==> src/lsc_pkg.sv <==
// Shared types, constants and helpers for the LRU slot cache.
`default_nettype none
package lsc_pkg;

  // Cache geometry
  localparam int SLOTS       = 8;
  localparam int SLOT_W      = (SLOTS > 1) ? $clog2(SLOTS) : 1;
  localparam int KEY_W       = 32;
  localparam int USE_W       = 8;
  localparam int LIMIT_W     = 9;
  localparam int MAX_RESULTS = 9;
  localparam int FLUSH_CNT_W = $clog2(MAX_RESULTS + 1);

  typedef logic [SLOT_W-1:0] slot_t;

  // Request kinds
  typedef enum logic [1:0] {
    ACT_LOOKUP  = 2'd0,
    ACT_COMMIT  = 2'd1,
    ACT_RELEASE = 2'd2,
    ACT_FLUSH   = 2'd3
  } act_t;

  // Result event codes
  typedef enum logic [2:0] {
    EV_HIT       = 3'd0,
    EV_FILL      = 3'd1,
    EV_WRITEBACK = 3'd2,
    EV_FREED     = 3'd3,
    EV_DONE      = 3'd4,
    EV_NOCUR     = 3'd5
  } ev_t;

  // Recency ring update: one next-link and one prev-link write per cycle
  typedef struct packed {
    logic  next_we;
    slot_t next_addr;
    slot_t next_data;
    logic  prev_we;
    slot_t prev_addr;
    slot_t prev_data;
  } ring_wr_t;

  // Slot store update, all at one slot address
  typedef struct packed {
    slot_t             addr;
    logic              key_we;
    logic [KEY_W-1:0]  key;
    logic              valid_we;
    logic              valid_val;
    logic              uses_we;
    logic [USE_W-1:0]  uses_val;
    logic              clr_all;
  } store_wr_t;

  // Slot index as reported: low three bits
  function automatic logic [2:0] slot_field(input slot_t s);
    logic [SLOT_W+2:0] ext;
    ext = {3'b000, s};
    return ext[2:0];
  endfunction

endpackage
`default_nettype wire

==> src/lru_slot_cache_with_writeback_core.sv <==
// Top level: request sequencer, compare logic and result register.
//
//  channel | dir | handshake             | payload
//  in_     | in  | in_tvalid / in_tready | tuser: action; tdata: key
//  out_    | out | out_tvalid/out_tready | tuser: event_res; tdata: slot,
//          |     |                       |   entry_key, use_count; tlast: last
//  cfg_    | in  | cfg_we                | cfg_wdata: volley_limit
//
// One request at a time; in_tready is high only while the sequencer is idle.
// Lookup: one ring slot searched per cycle (up to 8) on the key compare; a hit off the head
// adds states MTF1-MTF3 to relink, a miss adds a tail-check state, then the result beat.
// Commit/release: 1-2 result beats. Flush: walks every ring slot, then a done beat.
// Each result beat waits for room in the single output register.
// Reset (rst_n low, synchronous) empties the cache and relinks the ring.
`default_nettype none
module lru_slot_cache_with_writeback_core (
  input  wire logic        clk,
  input  wire logic        rst_n,
  input  wire logic        in_tvalid,
  output logic             in_tready,
  input  wire logic [1:0]  in_tuser,   // [1:0] action
  input  wire logic [31:0] in_tdata,   // [31:0] key
  output logic             out_tvalid,
  input  wire logic        out_tready,
  output logic [2:0]       out_tuser,  // [2:0] event_res
  output logic [47:0]      out_tdata,  // [2:0] slot, [34:3] entry_key,
                                       // [42:35] use_count, [47:43] zero
  output logic             out_tlast,  // last
  input  wire logic        cfg_we,
  input  wire logic [8:0]  cfg_wdata   // volley_limit
);

  typedef enum logic [3:0] {
    ST_IDLE,
    ST_SEARCH,
    ST_MTF1,
    ST_MTF2,
    ST_MTF3,
    ST_HIT_OUT,
    ST_MISS_WB,
    ST_MISS_FILL,
    ST_COMMIT,
    ST_FREE,
    ST_NOCUR,
    ST_FLUSH_WALK,
    ST_FLUSH_DONE
  } state_t;

  state_t                          state_r;
  logic [lsc_pkg::KEY_W-1:0]       key_r;
  lsc_pkg::slot_t                  sel_r;
  lsc_pkg::slot_t                  head_r;
  lsc_pkg::slot_t                  cur_r;
  logic                            cur_valid_r;
  lsc_pkg::slot_t                  p2_r;
  logic [lsc_pkg::FLUSH_CNT_W-1:0] wbn_r;
  logic signed [lsc_pkg::LIMIT_W-1:0] limit_r;

  logic                            out_valid_r;
  lsc_pkg::ev_t                    out_ev_r;
  logic [2:0]                      out_slot_r;
  logic [lsc_pkg::KEY_W-1:0]       out_key_r;
  logic [lsc_pkg::USE_W-1:0]       out_uses_r;
  logic                            out_last_r;

  lsc_pkg::slot_t                  next_rd;
  lsc_pkg::slot_t                  prev_rd;
  lsc_pkg::slot_t                  prev_raddr;
  logic [lsc_pkg::KEY_W-1:0]       rd_key;
  logic                            rd_valid;
  logic [lsc_pkg::USE_W-1:0]       rd_uses;
  lsc_pkg::ring_wr_t               ring_wr;
  lsc_pkg::store_wr_t              store_wr;

  logic                            emit_ok;
  logic                            out_load;
  logic                            key_match;
  logic [lsc_pkg::USE_W:0]         cnt;
  logic                            cnt_ge;
  logic                            lim_zero;
  logic                            in_beat;
  lsc_pkg::act_t                   in_act;

  lsc_ring u_ring (
    .clk        (clk),
    .rst_n      (rst_n),
    .next_raddr (sel_r),
    .next_rdata (next_rd),
    .prev_raddr (prev_raddr),
    .prev_rdata (prev_rd),
    .wr         (ring_wr)
  );

  lsc_store u_store (
    .clk      (clk),
    .rst_n    (rst_n),
    .rd_addr  (sel_r),
    .rd_key   (rd_key),
    .rd_valid (rd_valid),
    .rd_uses  (rd_uses),
    .wr       (store_wr)
  );

  // Ports
  assign in_tready  = (state_r == ST_IDLE);
  assign in_beat    = in_tvalid && in_tready;
  assign in_act     = lsc_pkg::act_t'(in_tuser);
  assign out_tvalid = out_valid_r;
  assign out_tuser  = out_ev_r;
  assign out_tdata  = {5'b00000, out_uses_r, out_key_r, out_slot_r};
  assign out_tlast  = out_last_r;

  // Room for a result beat this cycle
  assign emit_ok = !out_valid_r || out_tready;

  // Compare logic: key match during search, count vs limit on commit
  assign key_match = rd_valid && (rd_key == key_r);
  assign cnt       = {1'b0, rd_uses} + (lsc_pkg::USE_W + 1)'(1);
  assign cnt_ge    = $signed({1'b0, cnt}) >= $signed({limit_r[lsc_pkg::LIMIT_W-1], limit_r});
  assign lim_zero  = (limit_r == '0);

  // Prev link is read at the hit slot while unlinking, else at the head
  assign prev_raddr = (state_r == ST_MTF1) ? sel_r : head_r;

  // A result beat enters the output register this cycle
  always_comb begin
    out_load = 1'b0;
    unique case (state_r)
      ST_HIT_OUT, ST_MISS_FILL, ST_COMMIT, ST_FREE, ST_NOCUR, ST_FLUSH_DONE: begin
        out_load = emit_ok;
      end
      ST_MISS_WB: begin
        out_load = emit_ok && rd_valid;
      end
      ST_FLUSH_WALK: begin
        out_load = emit_ok && rd_valid &&
                   (wbn_r < lsc_pkg::FLUSH_CNT_W'(lsc_pkg::MAX_RESULTS - 1));
      end
      default: begin
        out_load = 1'b0;
      end
    endcase
  end

  // Ring and store writes
  always_comb begin
    ring_wr  = '0;
    store_wr = '0;
    store_wr.addr = sel_r;
    store_wr.key  = key_r;
    unique case (state_r)
      ST_MTF1: begin
        // unlink the hit slot
        ring_wr.next_we   = 1'b1;
        ring_wr.next_addr = prev_rd;
        ring_wr.next_data = next_rd;
        ring_wr.prev_we   = 1'b1;
        ring_wr.prev_addr = next_rd;
        ring_wr.prev_data = prev_rd;
      end
      ST_MTF2: begin
        // splice in ahead of the head
        ring_wr.prev_we   = 1'b1;
        ring_wr.prev_addr = head_r;
        ring_wr.prev_data = sel_r;
        ring_wr.next_we   = 1'b1;
        ring_wr.next_addr = prev_rd;
        ring_wr.next_data = sel_r;
      end
      ST_MTF3: begin
        ring_wr.prev_we   = 1'b1;
        ring_wr.prev_addr = sel_r;
        ring_wr.prev_data = p2_r;
        ring_wr.next_we   = 1'b1;
        ring_wr.next_addr = sel_r;
        ring_wr.next_data = head_r;
      end
      ST_MISS_FILL: begin
        store_wr.key_we    = emit_ok;
        store_wr.valid_we  = emit_ok;
        store_wr.valid_val = 1'b1;
        store_wr.uses_we   = emit_ok;
        store_wr.uses_val  = '0;
      end
      ST_COMMIT: begin
        store_wr.uses_we  = emit_ok;
        store_wr.uses_val = cnt_ge ? '0 : cnt[lsc_pkg::USE_W-1:0];
      end
      ST_FREE: begin
        store_wr.valid_we  = emit_ok;
        store_wr.valid_val = 1'b0;
      end
      ST_FLUSH_DONE: begin
        store_wr.clr_all = emit_ok;
      end
      default: begin
      end
    endcase
  end

  // Configuration register
  always_ff @(posedge clk) begin
    if (!rst_n) begin
      limit_r <= '1;
    end else if (cfg_we) begin
      limit_r <= cfg_wdata;
    end
  end

  // Sequencer and result register
  always_ff @(posedge clk) begin
    if (!rst_n) begin
      state_r     <= ST_IDLE;
      head_r      <= '0;
      cur_r       <= '0;
      cur_valid_r <= 1'b0;
      out_valid_r <= 1'b0;
      sel_r       <= '0;
      wbn_r       <= '0;
    end else begin
      if (out_load) begin
        out_valid_r <= 1'b1;
      end else if (out_tready) begin
        out_valid_r <= 1'b0;
      end
      unique case (state_r)
        ST_IDLE: begin
          if (in_beat) begin
            key_r <= in_tdata[lsc_pkg::KEY_W-1:0];
            unique case (in_act)
              lsc_pkg::ACT_LOOKUP: begin
                sel_r   <= head_r;
                state_r <= ST_SEARCH;
              end
              lsc_pkg::ACT_COMMIT: begin
                sel_r   <= cur_r;
                state_r <= cur_valid_r ? ST_COMMIT : ST_NOCUR;
              end
              lsc_pkg::ACT_RELEASE: begin
                sel_r   <= cur_r;
                state_r <= cur_valid_r ? ST_FREE : ST_NOCUR;
              end
              lsc_pkg::ACT_FLUSH: begin
                sel_r   <= head_r;
                wbn_r   <= '0;
                state_r <= ST_FLUSH_WALK;
              end
            endcase
          end
        end
        // one ring slot per cycle from the head
        ST_SEARCH: begin
          priority if (key_match) begin
            state_r <= (sel_r == head_r) ? ST_HIT_OUT : ST_MTF1;
          end else if (next_rd == head_r) begin
            sel_r   <= prev_rd;
            state_r <= ST_MISS_WB;
          end else begin
            sel_r <= next_rd;
          end
        end
        ST_MTF1: state_r <= ST_MTF2;
        ST_MTF2: begin
          p2_r    <= prev_rd;
          state_r <= ST_MTF3;
        end
        ST_MTF3: state_r <= ST_HIT_OUT;
        ST_HIT_OUT: begin
          if (emit_ok) begin
            out_ev_r    <= lsc_pkg::EV_HIT;
            out_slot_r  <= lsc_pkg::slot_field(sel_r);
            out_key_r   <= rd_key;
            out_uses_r  <= rd_uses;
            out_last_r  <= 1'b1;
            head_r      <= sel_r;
            cur_r       <= sel_r;
            cur_valid_r <= 1'b1;
            state_r     <= ST_IDLE;
          end
        end
        // evict the tail slot if it holds a key
        ST_MISS_WB: begin
          priority if (!rd_valid) begin
            state_r <= ST_MISS_FILL;
          end else if (emit_ok) begin
            out_ev_r    <= lsc_pkg::EV_WRITEBACK;
            out_slot_r  <= lsc_pkg::slot_field(sel_r);
            out_key_r   <= rd_key;
            out_uses_r  <= '0;
            out_last_r  <= 1'b0;
            state_r     <= ST_MISS_FILL;
          end
        end
        ST_MISS_FILL: begin
          if (emit_ok) begin
            out_ev_r    <= lsc_pkg::EV_FILL;
            out_slot_r  <= lsc_pkg::slot_field(sel_r);
            out_key_r   <= key_r;
            out_uses_r  <= '0;
            out_last_r  <= 1'b1;
            head_r      <= sel_r;
            cur_r       <= sel_r;
            cur_valid_r <= 1'b1;
            state_r     <= ST_IDLE;
          end
        end
        // bump count; writeback at limit, free on zero limit
        ST_COMMIT: begin
          if (emit_ok) begin
            out_slot_r  <= lsc_pkg::slot_field(sel_r);
            out_key_r   <= rd_key;
            if (cnt_ge) begin
              out_ev_r   <= lsc_pkg::EV_WRITEBACK;
              out_uses_r <= '0;
              out_last_r <= !lim_zero;
            end else begin
              out_ev_r   <= lsc_pkg::EV_DONE;
              out_uses_r <= cnt[lsc_pkg::USE_W-1:0];
              out_last_r <= 1'b1;
            end
            if (lim_zero) begin
              state_r <= ST_FREE;
            end else begin
              cur_valid_r <= 1'b0;
              state_r     <= ST_IDLE;
            end
          end
        end
        ST_FREE: begin
          if (emit_ok) begin
            out_ev_r    <= lsc_pkg::EV_FREED;
            out_slot_r  <= lsc_pkg::slot_field(sel_r);
            out_key_r   <= rd_key;
            out_uses_r  <= rd_uses;
            out_last_r  <= 1'b1;
            head_r      <= next_rd;
            cur_valid_r <= 1'b0;
            state_r     <= ST_IDLE;
          end
        end
        ST_NOCUR: begin
          if (emit_ok) begin
            out_ev_r    <= lsc_pkg::EV_NOCUR;
            out_slot_r  <= '0;
            out_key_r   <= '0;
            out_uses_r  <= '0;
            out_last_r  <= 1'b1;
            state_r     <= ST_IDLE;
          end
        end
        // walk the ring, one writeback beat per valid slot
        ST_FLUSH_WALK: begin
          if (rd_valid && (wbn_r < lsc_pkg::FLUSH_CNT_W'(lsc_pkg::MAX_RESULTS - 1))) begin
            if (emit_ok) begin
              out_ev_r    <= lsc_pkg::EV_WRITEBACK;
              out_slot_r  <= lsc_pkg::slot_field(sel_r);
              out_key_r   <= rd_key;
              out_uses_r  <= '0;
              out_last_r  <= 1'b0;
              wbn_r       <= wbn_r + lsc_pkg::FLUSH_CNT_W'(1);
              sel_r       <= next_rd;
              if (next_rd == head_r) state_r <= ST_FLUSH_DONE;
            end
          end else begin
            sel_r <= next_rd;
            if (next_rd == head_r) state_r <= ST_FLUSH_DONE;
          end
        end
        ST_FLUSH_DONE: begin
          if (emit_ok) begin
            out_ev_r    <= lsc_pkg::EV_DONE;
            out_slot_r  <= lsc_pkg::slot_field(head_r);
            out_key_r   <= '0;
            out_uses_r  <= '0;
            out_last_r  <= 1'b1;
            cur_valid_r <= 1'b0;
            state_r     <= ST_IDLE;
          end
        end
        default: state_r <= ST_IDLE;
      endcase
    end
  end

  // A pending hit or fill names the slot that is now head and current
  a_fill_is_current: assert property (@(posedge clk) disable iff (!rst_n)
    (out_valid_r && (out_ev_r == lsc_pkg::EV_HIT || out_ev_r == lsc_pkg::EV_FILL))
      |-> (cur_valid_r && lsc_pkg::slot_field(cur_r) == out_slot_r && cur_r == head_r))
    else $error("hit/fill result does not match current slot");

  // A result that is not the last one leaves the sequencer busy
  a_more_to_come: assert property (@(posedge clk) disable iff (!rst_n)
    (out_valid_r && !out_last_r) |-> !in_tready)
    else $error("non-final result while idle");

  // A taken request keeps the block busy on the next cycle
  a_busy_after_accept: assert property (@(posedge clk) disable iff (!rst_n)
    in_beat |=> !in_tready)
    else $error("ready right after accepting a request");

endmodule
`default_nettype wire

==> src/lsc_ring.sv <==
// Circular recency ring: next/prev link arrays with one read port each.
`default_nettype none
module lsc_ring (
  input  wire logic             clk,
  input  wire logic             rst_n,
  input  wire lsc_pkg::slot_t   next_raddr,
  output lsc_pkg::slot_t        next_rdata,
  input  wire lsc_pkg::slot_t   prev_raddr,
  output lsc_pkg::slot_t        prev_rdata,
  input  wire lsc_pkg::ring_wr_t wr
);

  lsc_pkg::slot_t next_r [lsc_pkg::SLOTS];
  lsc_pkg::slot_t prev_r [lsc_pkg::SLOTS];

  assign next_rdata = next_r[next_raddr];
  assign prev_rdata = prev_r[prev_raddr];

  // Reset links each slot to its neighbors; then one write per array per cycle
  always_ff @(posedge clk) begin
    if (!rst_n) begin
      for (int i = 0; i < lsc_pkg::SLOTS; i++) begin
        next_r[i] <= lsc_pkg::SLOT_W'((i + 1) % lsc_pkg::SLOTS);
        prev_r[i] <= lsc_pkg::SLOT_W'((i + lsc_pkg::SLOTS - 1) % lsc_pkg::SLOTS);
      end
    end else begin
      if (wr.next_we) next_r[wr.next_addr] <= wr.next_data;
      if (wr.prev_we) prev_r[wr.prev_addr] <= wr.prev_data;
    end
  end

endmodule
`default_nettype wire

==> src/lsc_store.sv <==
// Per-slot key, valid flag and use count, read and written at one slot; flush clears flags and counts.
`default_nettype none
module lsc_store (
  input  wire logic                        clk,
  input  wire logic                        rst_n,
  input  wire lsc_pkg::slot_t              rd_addr,
  output logic [lsc_pkg::KEY_W-1:0]        rd_key,
  output logic                             rd_valid,
  output logic [lsc_pkg::USE_W-1:0]        rd_uses,
  input  wire lsc_pkg::store_wr_t          wr
);

  logic [lsc_pkg::KEY_W-1:0] key_r   [lsc_pkg::SLOTS];
  logic [lsc_pkg::SLOTS-1:0] valid_r;
  logic [lsc_pkg::USE_W-1:0] uses_r  [lsc_pkg::SLOTS];

  assign rd_key   = key_r[rd_addr];
  assign rd_valid = valid_r[rd_addr];
  assign rd_uses  = uses_r[rd_addr];

  // Keys hold no reset; they are only looked at behind a valid flag
  always_ff @(posedge clk) begin
    if (wr.key_we) key_r[wr.addr] <= wr.key;
  end

  // Valid flags and counts; flush clears all at once
  always_ff @(posedge clk) begin
    if (!rst_n || wr.clr_all) begin
      valid_r <= '0;
      for (int i = 0; i < lsc_pkg::SLOTS; i++) uses_r[i] <= '0;
    end else begin
      if (wr.valid_we) valid_r[wr.addr] <= wr.valid_val;
      if (wr.uses_we)  uses_r[wr.addr]  <= wr.uses_val;
    end
  end

endmodule
`default_nettype wire
==> config.mk <==
export PLATFORM = sky130hd
export DESIGN_NAME = lru_slot_cache_with_writeback_core
export DESIGN_NICKNAME = d
export VERILOG_FILES = /design/src/lsc_pkg.sv /design/src/lru_slot_cache_with_writeback_core.sv /design/src/lsc_ring.sv /design/src/lsc_store.sv
export SDC_FILE = /design/constraint.sdc
export NUM_CORES = 1
export LEC_CHECK = 0
export ABC_CLOCK_PERIOD_IN_PS = 6140
export BUFFER_PORTS_ARGS = -buffer_cell sky130_fd_sc_hd__buf_2
export CAP_MARGIN = 20
export CORE_ASPECT_RATIO = 1.5
export CORE_UTILIZATION = 51
export DETAILED_ROUTE_END_ITERATION = 12
export GPL_TIMING_DRIVEN = 0
export PLACE_DENSITY = 0.73
export SLEW_MARGIN = 20
export SYNTH_ARGS = -nofsm -noshare
export SYNTH_HDL_FRONTEND = slang
export SYNTH_SLANG_ARGS = --single-unit
export TNS_END_PERCENT = 100
==> constraint.sdc <==
create_clock -name clk -period 6.14 [get_ports clk]
set_input_delay 0.614 -clock clk [delete_from_list [all_inputs] [get_ports clk]]
set_output_delay 0.614 -clock clk [all_outputs]
set_load 0.05 [all_outputs]
== Yosys cells after proc, flatten, opt, wreduce, memory -nomap -nowiden ==
Memory sizes are Yosys's and may differ from the RTL's. A register that Yosys moved wholly into a read port is not among the register bits.
Cells that the tools add are included.
Operators by class
  multipliers: 0
  $lt $le $gt $ge: 4
  reductions and logical operators: 51
  div/mod/pow operators: 0
  shifts and indexed selects: 0
  equal/unequal tests: 39
  bitwise gates (word level): 0
  add/subtract/negate cells: 2
  muxes and demuxes: 113
Operators by type and width (count)
  32-bit 2-to-1 mux: 5
  32-bit case mux with 5 select lines: 1
  3-bit 2-to-1 mux: 33
  4-bit 2-to-1 mux: 15
  8-bit 2-to-1 mux: 7
  14-bit case mux with 3 select lines: 1
  8-bit case mux with 5 select lines: 1
  4-bit case mux with 9 select lines: 1
  32-bit == test: 1
  1-bit 2-to-1 mux: 32
  6-bit AND reduction: 5
  3-bit case mux with 8 select lines: 1
  2-bit != test, second input constant: 11
  4-bit == test, second input constant: 5
  9-bit case mux with 2 select lines: 1
  4-bit by 3-bit == test with 1-bit output, second input constant: 4
  4-bit case mux with 4 select lines: 1
  3-bit case mux with 5 select lines: 1
  5-bit nonzero test: 3
  2-bit by 1-bit != test with 1-bit output, second input constant: 7
  3-bit case mux with 2 select lines: 2
  2-bit OR reduction: 6
  3-bit OR reduction: 4
  10-bit by 9-bit >= comparator with 1-bit output: 1
  39 further kinds: 60
Word-level totals
  bits in writable memories: 368
  memories kept: 4
  output and inout bits: 54
  bits in latches: 0
  register bits after elaboration: 118
  ROM bits: 0
Memories
  u_store.key_r: words 8, bits a word 32, read ports 1, clocked after Yosys merged registers in 1, wr ports 1, line lsc_store.sv:13  | logic [lsc_pkg::KEY_W-1:0] key_r [lsc_pkg::SLOTS];
  u_store.uses_r: words 8, bits a word 8, read ports 1, clocked after Yosys merged registers in 1, wr ports 8, line lsc_store.sv:15  | logic [lsc_pkg::USE_W-1:0] uses_r [lsc_pkg::SLOTS];
  u_ring.next_r: words 8, bits a word 3, read ports 1, clocked after Yosys merged registers in 1, wr ports 8, line lsc_ring.sv:13  | lsc_pkg::slot_t next_r [lsc_pkg::SLOTS];
  u_ring.prev_r: words 8, bits a word 3, read ports 1, clocked after Yosys merged registers in 0, wr ports 8, line lsc_ring.sv:14  | lsc_pkg::slot_t prev_r [lsc_pkg::SLOTS];

== Longest topological paths before layout ==
  word-level depth: 9
  mapped depth: 17

== Cells and area by module ==
Synthesis repeated with hierarchy kept, for this count alone.
Unflattened totals
  cells, all modules: 1305
  area, all modules: 21346.7 um^2
Modules (own cells, without submodules)
  lsc_store: area an instance 13259.0 um^2, times used 1, cells each 607
  lru_slot_cache_with_writeback_core: area an instance 5750.5 um^2, times used 1, cells each 540
  lsc_ring: area an instance 2337.2 um^2, times used 1, cells each 158

== Worst setup path after synthesis ==
No wires, ideal clock.
  path type: register -> register
  start point: register with a tool-made name
  end point: register out_uses_r[0] (netlist name), data pin
  library setup time: 0.155 ns
  arrival time: 4.094 ns
  buffers on the path: 3
  stages on the path, launching flop included: 17
  path slack: 1.891 ns
  path through: dfxtp_1 buf_2 buf_2 buf_2 mux4_2 mux2i_1 inv_1 ha_1 ha_1 a21o_1 a21o_1 a21o_1 a21o_1 a211o_1 a211oi_2 nand2_1 o21ai_0
RTL lines
  to (signal assigned): line lru_slot_cache_with_writeback_core.sv:273  | out_uses_r <= rd_uses;
  to (signal assigned): line lru_slot_cache_with_writeback_core.sv:318  | out_uses_r <= cnt[lsc_pkg::USE_W-1:0];
  to (signal assigned): line lru_slot_cache_with_writeback_core.sv:334  | out_uses_r <= rd_uses;
  to (decl): line lru_slot_cache_with_writeback_core.sv:63  | logic [lsc_pkg::USE_W-1:0] out_uses_r;

==> flow_summary_export.csv <==
group,metric,value,unit
outcome,status,"complete, no violations",
grt,grt_pass1_wl,73900,µm
critical_path,critical_path_buf_inv_count,5,
floorplan,die_x,167,µm
logic_synthesis,synth_common_cells,"450 x edfxtp_1, 152 x nand2_1, 143 x nor2_1",
timing,slew_violations,0,
job,drv_cap,0,
grt,antenna_found_initial,0,
detailed_routing,vias_per_cell,5.93,
clock_network,ctsLongestPathBuffers,3,
logic_synthesis,synthCells,1383,
clock_network,cts_tree,"built",
timing,fmaxAchievable,0.184,GHz
timing,fin_crit_sh,0.887,
detailed_routing,firstDrtPassIters,5,
clock_network,cts_inserted_buffers,45,
clock_network,clock-sinks,489,
logic_synthesis,ys_seq_area_frac,0.687,
logic_synthesis,synthDistinctLibCells,64,
detailed_routing,wl_per_cell,23.3,µm
logic_synthesis,syn_area,20800,µm²
grt,grtUsageTotal,0.237,
grt,overflow,0,
floorplan,initial_core_util,0.518,
power,vdd_drop_max,289,µV
final_layout,drive_gt1_frac,0.191,
logic_synthesis,ys_ff_latch,489,
floorplan,dieArea,41600,µm²
logic_synthesis,synth.avg_cell_area,15.1,µm²
clock_network,htree_levels,2,
logic_synthesis,yosysMostFrequentCell,"edfxtp_1",
logic_synthesis,yosysWarnings,0,
clock_network,ctsRootBufferMaster,"clkbuf_16",
timing,setup_violations,0,
timing,tns,0,ps
critical_path,cp_max_fo,10,
clock_network,post_cts_buffers,0,
final_layout,n_antenna_cell,0,
critical_path,worstSetupStartpointType,"flip-flop",
detailed_routing,wirelength,48500,µm
floorplan,num_rows,90,
clock_network,clk_latency,570,ps
critical_path,crit_type,"reg2reg",
clock_network,clkTransAtPathRegs,60,ps
critical_path,slowest_delay,580,ps
floorplan,design.core.area,40200,µm²
logic_synthesis,synth_edf_count,450,
detailed_routing,route.detailed.drc,0,
timing,finalHoldViolCount,0,
logic_synthesis,synthTopCellsByArea,"edfxtp_1 65%, mux4_2 7.5%, dfxtp_1 3.8%",
logic_synthesis,ys.flop_type,"edfxtp_1",
timing,skew,27.2,ps
timing,layout_min_cycle_time,5450,ps
final_layout,nets,1606,
logic_synthesis,synth_top_area_frac,0.649,
timing,worstMarginPinSlew,1050,ps
critical_path,endpoint_kind,"flip-flop",
logic_synthesis,synthArstFlopShare,0,
final_layout,syn_to_final_growth,13.5,%
detailed_routing,num_vias,12400,
grt,grt_pass1_vias,12700,
critical_path,crit_slowest_cell,"buf_1",
critical_path,path_cells,"buf_6 -> buf_6 -> buf_2 -> buf_1 -> mux4_2 -> mux2i_1 -> inv_1 -> ha_1 -> nor2b_1 -> nand2_1 -> a21boi_0 -> ha_1 -> a21o_1 -> a211o_1 -> a211oi_2 -> nand2_1 -> o21ai_0",
logic_synthesis,yosys.area.top_type,"edfxtp_1",
place,dp_hpwl,33100,µm
clock_network,cts_hold_buf,0,
timing,rsz0062_at_grt,"no",
power,p_leak,0.00783,µW
power,p_total,9920,µW
power,power_density,420,nW/µm²
critical_path,cp.required,6470,ps
detailed_routing,first_iter_violations,1033,
detailed_routing,ant_nets,0,
clock_network,cts_resized,0,
timing,maxSlewHeadroom,0.294,
critical_path,critical-path-top-delay-family,"compound AO/OA/AOI/OAI gates",
critical_path,arrival,5780,ps
floorplan,design.portCount,102,
min_path,hold_class,"in2reg",
grt,grt_start_max_net_pins,24,
floorplan,die_h,249,µm
place,port_buffers,95,
place,place_congestion,0.910,
==> worst paths after layout <==
path | slack, ps | endpoint | cells past startpoint | startpoint
min reg2reg | 480 | u_store.valid_r[0] | 2 | u_store.valid_r[0]
min | 230 | key_r[25] | 1 | in_tdata[25]
max | 690 | out_uses_r[6] | 17 | flip-flop
max reg2reg | 690 | out_uses_r[6] | 17 | flip-flop
==> registers in the layout (all words and copies together), names as in the netlist, named ones only <==
register,flops
cur_r,3
cur_valid_r,1
head_r,3
key_r,32
limit_r,9
out_key_r,32
out_slot_r,3
out_tlast,1
out_tuser,3
out_tvalid,1
out_uses_r,8
p2_r,3
sel_r,3
state_r,4
u_ring.next_r,24
u_ring.prev_r,24
u_store.key_r,256
u_store.uses_r,64
u_store.valid_r,8
wbn_r,4
==> report_power, final <==
| group | switching (µW) | leakage [µW] | internal (µW) |
|---|---|---|---|
| clock network | 1210 | 0.000697 | 1530 |
| logic | 1950 | 0.00269 | 1180 |
| registers | 119 | 0.00444 | 3930 |
| total | 3280 | 0.00783 | 6640 |
==> through the flow <==
step	hold slack, ps	utilization	area [µm²]	setup slack (ps)	std cells
CTS	201	0.587	23600	681	2081
floorplan	438	-	20800	1890	1387
global placement	454	0.546	21900	814	1988
finish	226	0.588	23600	694	2084
global route	214	0.588	23600	433	2084
detailed placement	464	0.552	22200	762	2000
==> layout by cell type (no fill, tap or decap), types with 32 or more instances in the layout <==
cell type / count
mux4_2: 69
clkbuf_1: 33
mux2i_1: 70
nor2_1: 141
xnor2_1: 32
nand2_1: 152
buf_2: 117
o21ai_0: 57
dfxtp_1: 39
clkbuf_16: 46
edfxtp_1: 450
==> kinds of logic (layout without fill, tap and decap cells) <==
group / count (synthesis) / after routing / synth area share
AO/OA/AOI/OAI: 181 / 181 / 0.0579
XOR/XNOR: 41 / 41 / 0.0172
adder cells (fa/ha/maj): 14 / 14 / 0.00841
buffers and inverters: 98 / 289 / 0.0233
flip-flops: 489 / 489 / 0.687
multiplexers: 153 / 153 / 0.121
other: 1 / 5 / 0.000180
AND/OR/NAND/NOR: 406 / 406 / 0.0849
==> metal layers <==
metal,global-route usage,vias up,part of all wire
li1,-,5618,-
met2,0.432,467,0.53
met1,0.282,6158,0.38
met3,0.0289,107,0.058
met4,0.100,0,0.038
met5,0,-,0
==> layout make-up <==
class / instances / area (µm²)
plain buffers: 64 / 358
clock buffers: 54 / 1210
clock inverters: 27 / 215
fillers: 3067 / 16600
inverters: 34 / 128
multi-input cells: 800 / 6070
flip-flops and latches: 489 / 14300
well taps: 506 / 633
repair buffers: 110 / 723
No activity file was read; power rests on OpenSTA's default activity.
